### config.mk
export PLATFORM = sky130hd
export DESIGN_NAME = avtm_ctrl
export DESIGN_NICKNAME = d
export VERILOG_FILES = /design/src/avtm_pkg.sv /design/src/avtm_ctrl.sv
export SDC_FILE = /design/constraint.sdc
export NUM_CORES = 1
export LEC_CHECK = 0
export BUFFER_PORTS_ARGS = -buffer_cell sky130_fd_sc_hd__buf_2
export CORE_AREA = 2 2 39 41
export CTS_CLUSTER_SIZE = 40
export DETAILED_ROUTE_END_ITERATION = 8
export DIE_AREA = 0 0 41 43
export GPL_TIMING_DRIVEN = 1
export HOLD_SLACK_MARGIN = 0.03
export PLACE_DENSITY_LB_ADDON = 0.05
export SLEW_MARGIN = 25
export SYNTH_ARGS = -nofsm -noshare
export SYNTH_HDL_FRONTEND = slang
export SYNTH_SLANG_ARGS = --single-unit
### constraint.sdc
create_clock -name clk -period 3.6 [get_ports clk]
set_input_delay 0.9 -clock clk [delete_from_list [all_inputs] [get_ports clk]]
set_output_delay 0.9 -clock clk [all_outputs]
set_load 0.05 [all_outputs]
### src/avtm_pkg.sv
//------------------------------------------------------------------------------
// avtm_pkg
// Shared types, opcodes and constants of the timestamp mapper.
//------------------------------------------------------------------------------
package avtm_pkg;

	typedef enum logic [2:0] {
		OP_VIDEO      = 3'd0,
		OP_AUDIO      = 3'd1,
		OP_SUB        = 3'd2,
		OP_VDISCONT   = 3'd3,
		OP_ADISCONT   = 3'd4
	} op_t;

	typedef enum logic [2:0] {
		REG_AUDIO_PRESENT = 3'd0,
		REG_TICKS         = 3'd1,
		REG_LIP           = 3'd2,
		REG_JUMP          = 3'd3,
		REG_DRIFT         = 3'd4,
		REG_MISMATCH      = 3'd5,
		REG_DELTA         = 3'd6
	} reg_idx_t;

	localparam logic [63:0] PREBUFFER   = 64'd30000;
	localparam logic [23:0] JUMP_RST    = 24'd120000;
	localparam logic [23:0] DRIFT_RST   = 24'd45000;
	localparam logic [7:0]  MISM_RST    = 8'd10;
	localparam logic [15:0] DELTA_RST   = 16'd1600;
	localparam int          DIV_BITS    = 48;

	typedef enum logic [3:0] {
		ST_IDLE,
		ST_DECODE,
		ST_VID_A,
		ST_VID_B,
		ST_AUD_A,
		ST_AUD_MUL,
		ST_AUD_DIV,
		ST_AUD_ACC,
		ST_AUD_ADV,
		ST_AUD_FIN,
		ST_OUT
	} state_t;

	// controller to datapath
	typedef struct packed {
		logic load;
		logic vid_a;
		logic vid_b;
		logic aud_a;
		logic aud_mul;
		logic div_start;
		logic aud_acc;
		logic aud_adv;
		logic aud_fin;
		logic sub;
		logic vdisc;
		logic adisc;
		logic out_load;
	} cmd_t;

	// datapath to controller
	typedef struct packed {
		logic       div_done;
		logic       need_div;
		logic [2:0] op;
	} sts_t;

	function automatic logic s_gt(input logic [63:0] a, input logic [63:0] b);
		return $signed(a) > $signed(b);
	endfunction

	function automatic logic [63:0] mag(input logic [63:0] a);
		return a[63] ? (64'd0 - a) : a;
	endfunction

	function automatic logic [63:0] sext32(input logic [31:0] v);
		return {{32{v[31]}}, v};
	endfunction

endpackage

### src/avtm_ctrl.sv
//------------------------------------------------------------------------------
// avtm_ctrl
// Sequencer: steps one word through the datapath and drives the handshakes.
//------------------------------------------------------------------------------
module avtm_ctrl
	import avtm_pkg::*;
(
	input  logic clk,
	input  logic arst_n,
	input  logic in_valid,
	output logic in_ready,
	output logic out_valid,
	input  logic out_ready,
	input  sts_t sts,
	output cmd_t cmd
);
	state_t state_q, state_d;
	logic   ov_q;

	always_ff @(posedge clk or negedge arst_n) begin
		if (!arst_n) begin
			state_q <= ST_IDLE;
			ov_q    <= 1'b0;
		end else begin
			state_q <= state_d;
			if (cmd.out_load) ov_q <= 1'b1;
			else if (out_ready) ov_q <= 1'b0;
		end
	end

	assign out_valid = ov_q;

	always_comb begin
		state_d  = state_q;
		cmd      = '0;
		in_ready = 1'b0;
		unique case (state_q)
			ST_IDLE: begin
				in_ready = 1'b1;
				if (in_valid) begin
					cmd.load = 1'b1;
					state_d  = ST_DECODE;
				end
			end
			ST_DECODE: begin
				priority case (sts.op)
					OP_VIDEO: state_d = ST_VID_A;
					OP_AUDIO: state_d = ST_AUD_A;
					OP_SUB: begin
						cmd.sub = 1'b1;
						state_d = ST_OUT;
					end
					OP_VDISCONT: begin
						cmd.vdisc = 1'b1;
						state_d   = ST_IDLE;
					end
					OP_ADISCONT: begin
						cmd.adisc = 1'b1;
						state_d   = ST_IDLE;
					end
					default: state_d = ST_IDLE;
				endcase
			end
			ST_VID_A: begin
				cmd.vid_a = 1'b1;
				state_d   = ST_VID_B;
			end
			ST_VID_B: begin
				cmd.vid_b = 1'b1;
				state_d   = ST_OUT;
			end
			ST_AUD_A: begin
				cmd.aud_a = 1'b1;
				state_d   = ST_AUD_MUL;
			end
			ST_AUD_MUL: begin
				cmd.aud_mul = 1'b1;
				if (sts.need_div) begin
					cmd.div_start = 1'b1;
					state_d       = ST_AUD_DIV;
				end else begin
					state_d = ST_AUD_ADV;
				end
			end
			ST_AUD_DIV: if (sts.div_done) state_d = ST_AUD_ACC;
			ST_AUD_ACC: begin
				cmd.aud_acc = 1'b1;
				state_d     = ST_AUD_ADV;
			end
			ST_AUD_ADV: begin
				cmd.aud_adv = 1'b1;
				state_d     = ST_AUD_FIN;
			end
			ST_AUD_FIN: begin
				cmd.aud_fin = 1'b1;
				state_d     = ST_OUT;
			end
			ST_OUT: begin
				if (!ov_q || out_ready) begin
					cmd.out_load = 1'b1;
					state_d      = ST_IDLE;
				end
			end
			default: state_d = ST_IDLE;
		endcase
	end
endmodule

# Word level (Yosys, flattened, before mapping)
# Cells that the tools add are included.
dict set report totals {
  ff_bits 5
  inputBits 9
  out_inout_bits 15
  elab_cells 51
}
dict set report op_classes {
  eq_ne 17
  muxes 25
  reduce_logical 7
}
# operator n
set op_table {}
lappend op_table {{4-bit one-hot mux with 10 select lines} 1}
lappend op_table {{1-bit 2-to-1 mux} 17}
lappend op_table {{4-bit by 3-bit == test with 1-bit output (second input constant)} 4}
lappend op_table {{4-bit 2-to-1 mux} 4}
lappend op_table {{4-bit == test (second input constant)} 3}
lappend op_table {{4-bit one-hot mux with 3 select lines} 1}
lappend op_table {{4-bit by 2-bit == test with 1-bit output (second input constant)} 2}
lappend op_table {{3-bit by 2-bit == test with 1-bit output (second input constant)} 2}
lappend op_table {{2-bit inequality test (second input constant)} 3}
lappend op_table {{4-bit by 1-bit == test with 1-bit output (second input constant)} 1}
lappend op_table {{4-bit logical NOT} 1}
lappend op_table {{3-bit by 1-bit == test with 1-bit output (second input constant)} 1}
lappend op_table {{3-bit == test (second input constant)} 1}
lappend op_table {{3-bit logical NOT} 1}
lappend op_table {{3-bit 2-to-1 mux} 1}
lappend op_table {{3-bit AND reduction} 1}
lappend op_table {{2-bit 2-to-1 mux} 1}
lappend op_table {{2-bit nonzero test} 1}
lappend op_table {{2-bit OR reduction} 1}
lappend op_table {{1-bit logical NOT} 1}
lappend op_table {{1-bit logical OR} 1}

# Longest topological paths before layout
dict set report logic_depth {
  depth_word 5
  ltp_mapped 5
  ltp_nobuf 4
}

# Worst setup path before layout
# Ideal clock, no wire load.
dict set report synth_timing {
  path_kind {register to output}
  start {register state_q[2]}
  end {output cmd[12] (netlist name)}
  arrival_time_ns 2.079
  t_required_ns 2.700
  setup_slack_ns 0.621
  path_stages_with_launch 4
  n_path_buf 1
  path_cell_list {dfrtp_1 buf_2 nor4_2 and2_1}
}
# item line
set synth_rtl {}
lappend synth_rtl {{start, declared} avtm_ctrl.sv:17} ;# state_t state_q, state_d;
lappend synth_rtl {{start signal, assigned} avtm_ctrl.sv:25} ;# state_q <= state_d;
lappend synth_rtl {{end, declared} avtm_ctrl.sv:15} ;# output cmd_t cmd

==> metrics.csv <==
metric,value,unit
timing_worst_setup_path_type,reg2out,
synthCells,57,
post-dp-hpwl,805,um
cts.repair_timing.setup_buffer_count,0,
cts_repair_resize_count,0,
cpMaxStageDelayCell,dfrtp_1,
powerDensity,869,mW/mm^2
slew-limit-headroom,0.714,
number_of_inserted_diodes,0,
p_leak,0.304,nW
synth.avg_cell_area,7.57,sq um
muxShareOfSynthArea,0,
detailedRoute.firstIterationViolations,5,
synth_compound_gate_area_share,0.133,
synthXorXnorAreaFrac,0,
cp.required,2700,ps
critical_path_peak_fanout,14,
hold_buffers,0,
multiInputGateArea,275,sq um
die_w,41,um
synth.lib_cells_used.distinct,27,
rows,14,
h-tree-depth,1,
fin_skew,5.47,ps
regArea,125,sq um
max_cap_violations,0,
worst_hold_path_type,in2async,
yosys.area_share.simple,0.504,
synthesized_nets,66,
pre_cts_ws,946,ps
syn-cell-area,432,sq um
run_status,completed,
clock-sinks,5,
synth_edf_count,0,
ys_dominant_reg_cell,dfrtp_1,
detail_route.wirelength,1110,um
detail_route.vias_per_cell,5.03,
ys_seq_area_frac,0.290,
length_of_the_first_detailed_routing_pass_in_iterations,4,
tritoncts,done,
synth_top_family_by_area,simple AND/OR/NAND/NOR gates,
area_growth_from_synthesis_to_layout,32.8,%
yosys.area_share.adder,0,
grt_setup_unrepaired,false,
io_buffer_count,23,
synth_async_sr_flop_share,1.00,
grt_pass1_vias,438,
fin_nets,90,
insertion_delay,240,ps
clockRootBuffer,clkbuf_4,
final.setup.tns,0,ps
remaining_drc_errors,0,
routedWlPerCell,11.6,um
critical_path.reg2reg.startpoint,state_q[1]$_DFFE_PN0P_,
setup_viol_count_final,0,
count_of_fill_cells_added_during_filler_insertion,157,
critical-path-max-stage-delay,520,ps
cp_cell_sequence,nand2b_2 -> nor4b_2 -> and2_4 -> buf_2,
floorplan.io_pins,24,
postRouteAntennaNets,0,
post-route-min-period,2650,ps
worst_ir_drop_vdd,0.000408,V
final.period_utilization,0.736,
fmax,0.377,GHz
floorplan.die.height,43,um
critical_path.startpoint,state_q[1]$_DFFE_PN0P_,
synth_warnings,0,
setup.worst_path.start_class,flop,
yosys_register_bits,5,
gr-total-overflow,0,
tightest_slew,429,ps
num_vias,483,
die_area,0.00176,sq mm
initial_core_util,0.312,
timing.critical_path.arrival,1750,ps
finalWorstSetupSlack,950,ps
largest_net_degree_at_the_start_of_global_routing,15,
timing.final.max_slew_violations,0,
number_of_buffers_inserted_during_clock_tree_synthesis,3,
most_common_cell_after_layout_fill_and_taps_aside,buf_2,
timing_hold_violations_final,0,
total_power,0.498,mW
post_route_cells_drive_above_1_share,0.388,
cts.path.max_buffers,2,
cts.clk_slew.worst_paths,50,ps
gpl.final_weighted_congestion,0.726,
core,0.00138,sq mm
critical_path.endpoint_type,output pin,
grt_antenna_before_repair,0,
globalRouteTotalUtil,0.158,
wire_length_of_the_first_global_routing_pass,1850,um
most-common-layout-cells,"buf_2 (23), nor2_1 (8), nor3_1 (7)",
-- power by group --
group          switching, mW  internal [mW]
registers             0.0641         0.0766
logic                  0.199         0.0932
clock network         0.0234         0.0419
-- critical path: cells and delay by family, from the launching register on --
kind	cells	cell delay, ps
AND/OR/NAND/NOR	3	730
flip-flops	1	520
buffers and inverters	1	250
-- cells by family after synthesis --
group | Yosys count
DFF | 5
and+or+nand+nor | 36
buffers and inverters | 7
AOI/OAI and AO/OA | 9
-- worst paths after layout --
path | slack (ps) | to | cells past startpoint
worst max register to register | 2080 | state_q[3]$_DFFE_PN0P_ | 4
max in group asynchronous | 3000 | state_q[2]$_DFFE_PN0P_ | 1
min in group clk | 520 | out_valid$_DFFE_PN0P_ | 2
worst min register to register | 520 | out_valid$_DFFE_PN0P_ | 2
worst min-delay path | 460 | out_valid$_DFFE_PN0P_ | 1
worst max-delay path | 950 | cmd[3] | 4
-- state kept, by name (all words and copies together), names as in the netlist --
signal     count
out_valid      1
state_q        4
-- cell usage after synthesis (all sizes together), types with 2 or more instances --
master | n | area share
nor2 | 8 | 0.070
nor3 | 7 | 0.081
dfrtp | 5 | 0.29
nand2b | 5 | 0.078
buf | 4 | 0.046
inv | 3 | 0.026
nand2 | 3 | 0.026
o21ai | 3 | 0.035
a21oi | 2 | 0.023
and2 | 2 | 0.035
and3 | 2 | 0.029
-- per-layer routing --
metal,global-route usage,share of wire,vias up
li1,-,-,245
met5,0,0,-
met4,0.120,0.011,0
met3,0.0366,0.050,2
met2,0.222,0.48,15
met1,0.196,0.45,221
-- layout make-up --
type	instances	area share
Clock buffer	4	0.0459
Inverter	3	0.0197
Multi-Input combinational cell	45	0.480
Sequential cell	5	0.218
Tap cell	16	0.0349
Timing Repair Buffer	23	0.201
-- per-stage QoR --
| stage | area [sq um] | cells | util | hold WS [ps] |
|---|---|---|---|---|
| 2_1_floorplan | 432 | 57 | - | 583 |
| 3_3_place_gp | 547 | 92 | 0.395 | 504 |
| 3_5_place_dp | 547 | 92 | 0.395 | 517 |
| 4_1_cts | 573 | 96 | 0.414 | 453 |
| 5_1_grt | 573 | 96 | 0.414 | 454 |
| 6_report | 573 | 96 | 0.414 | 460 |
(Power assumes the default switching activity.)
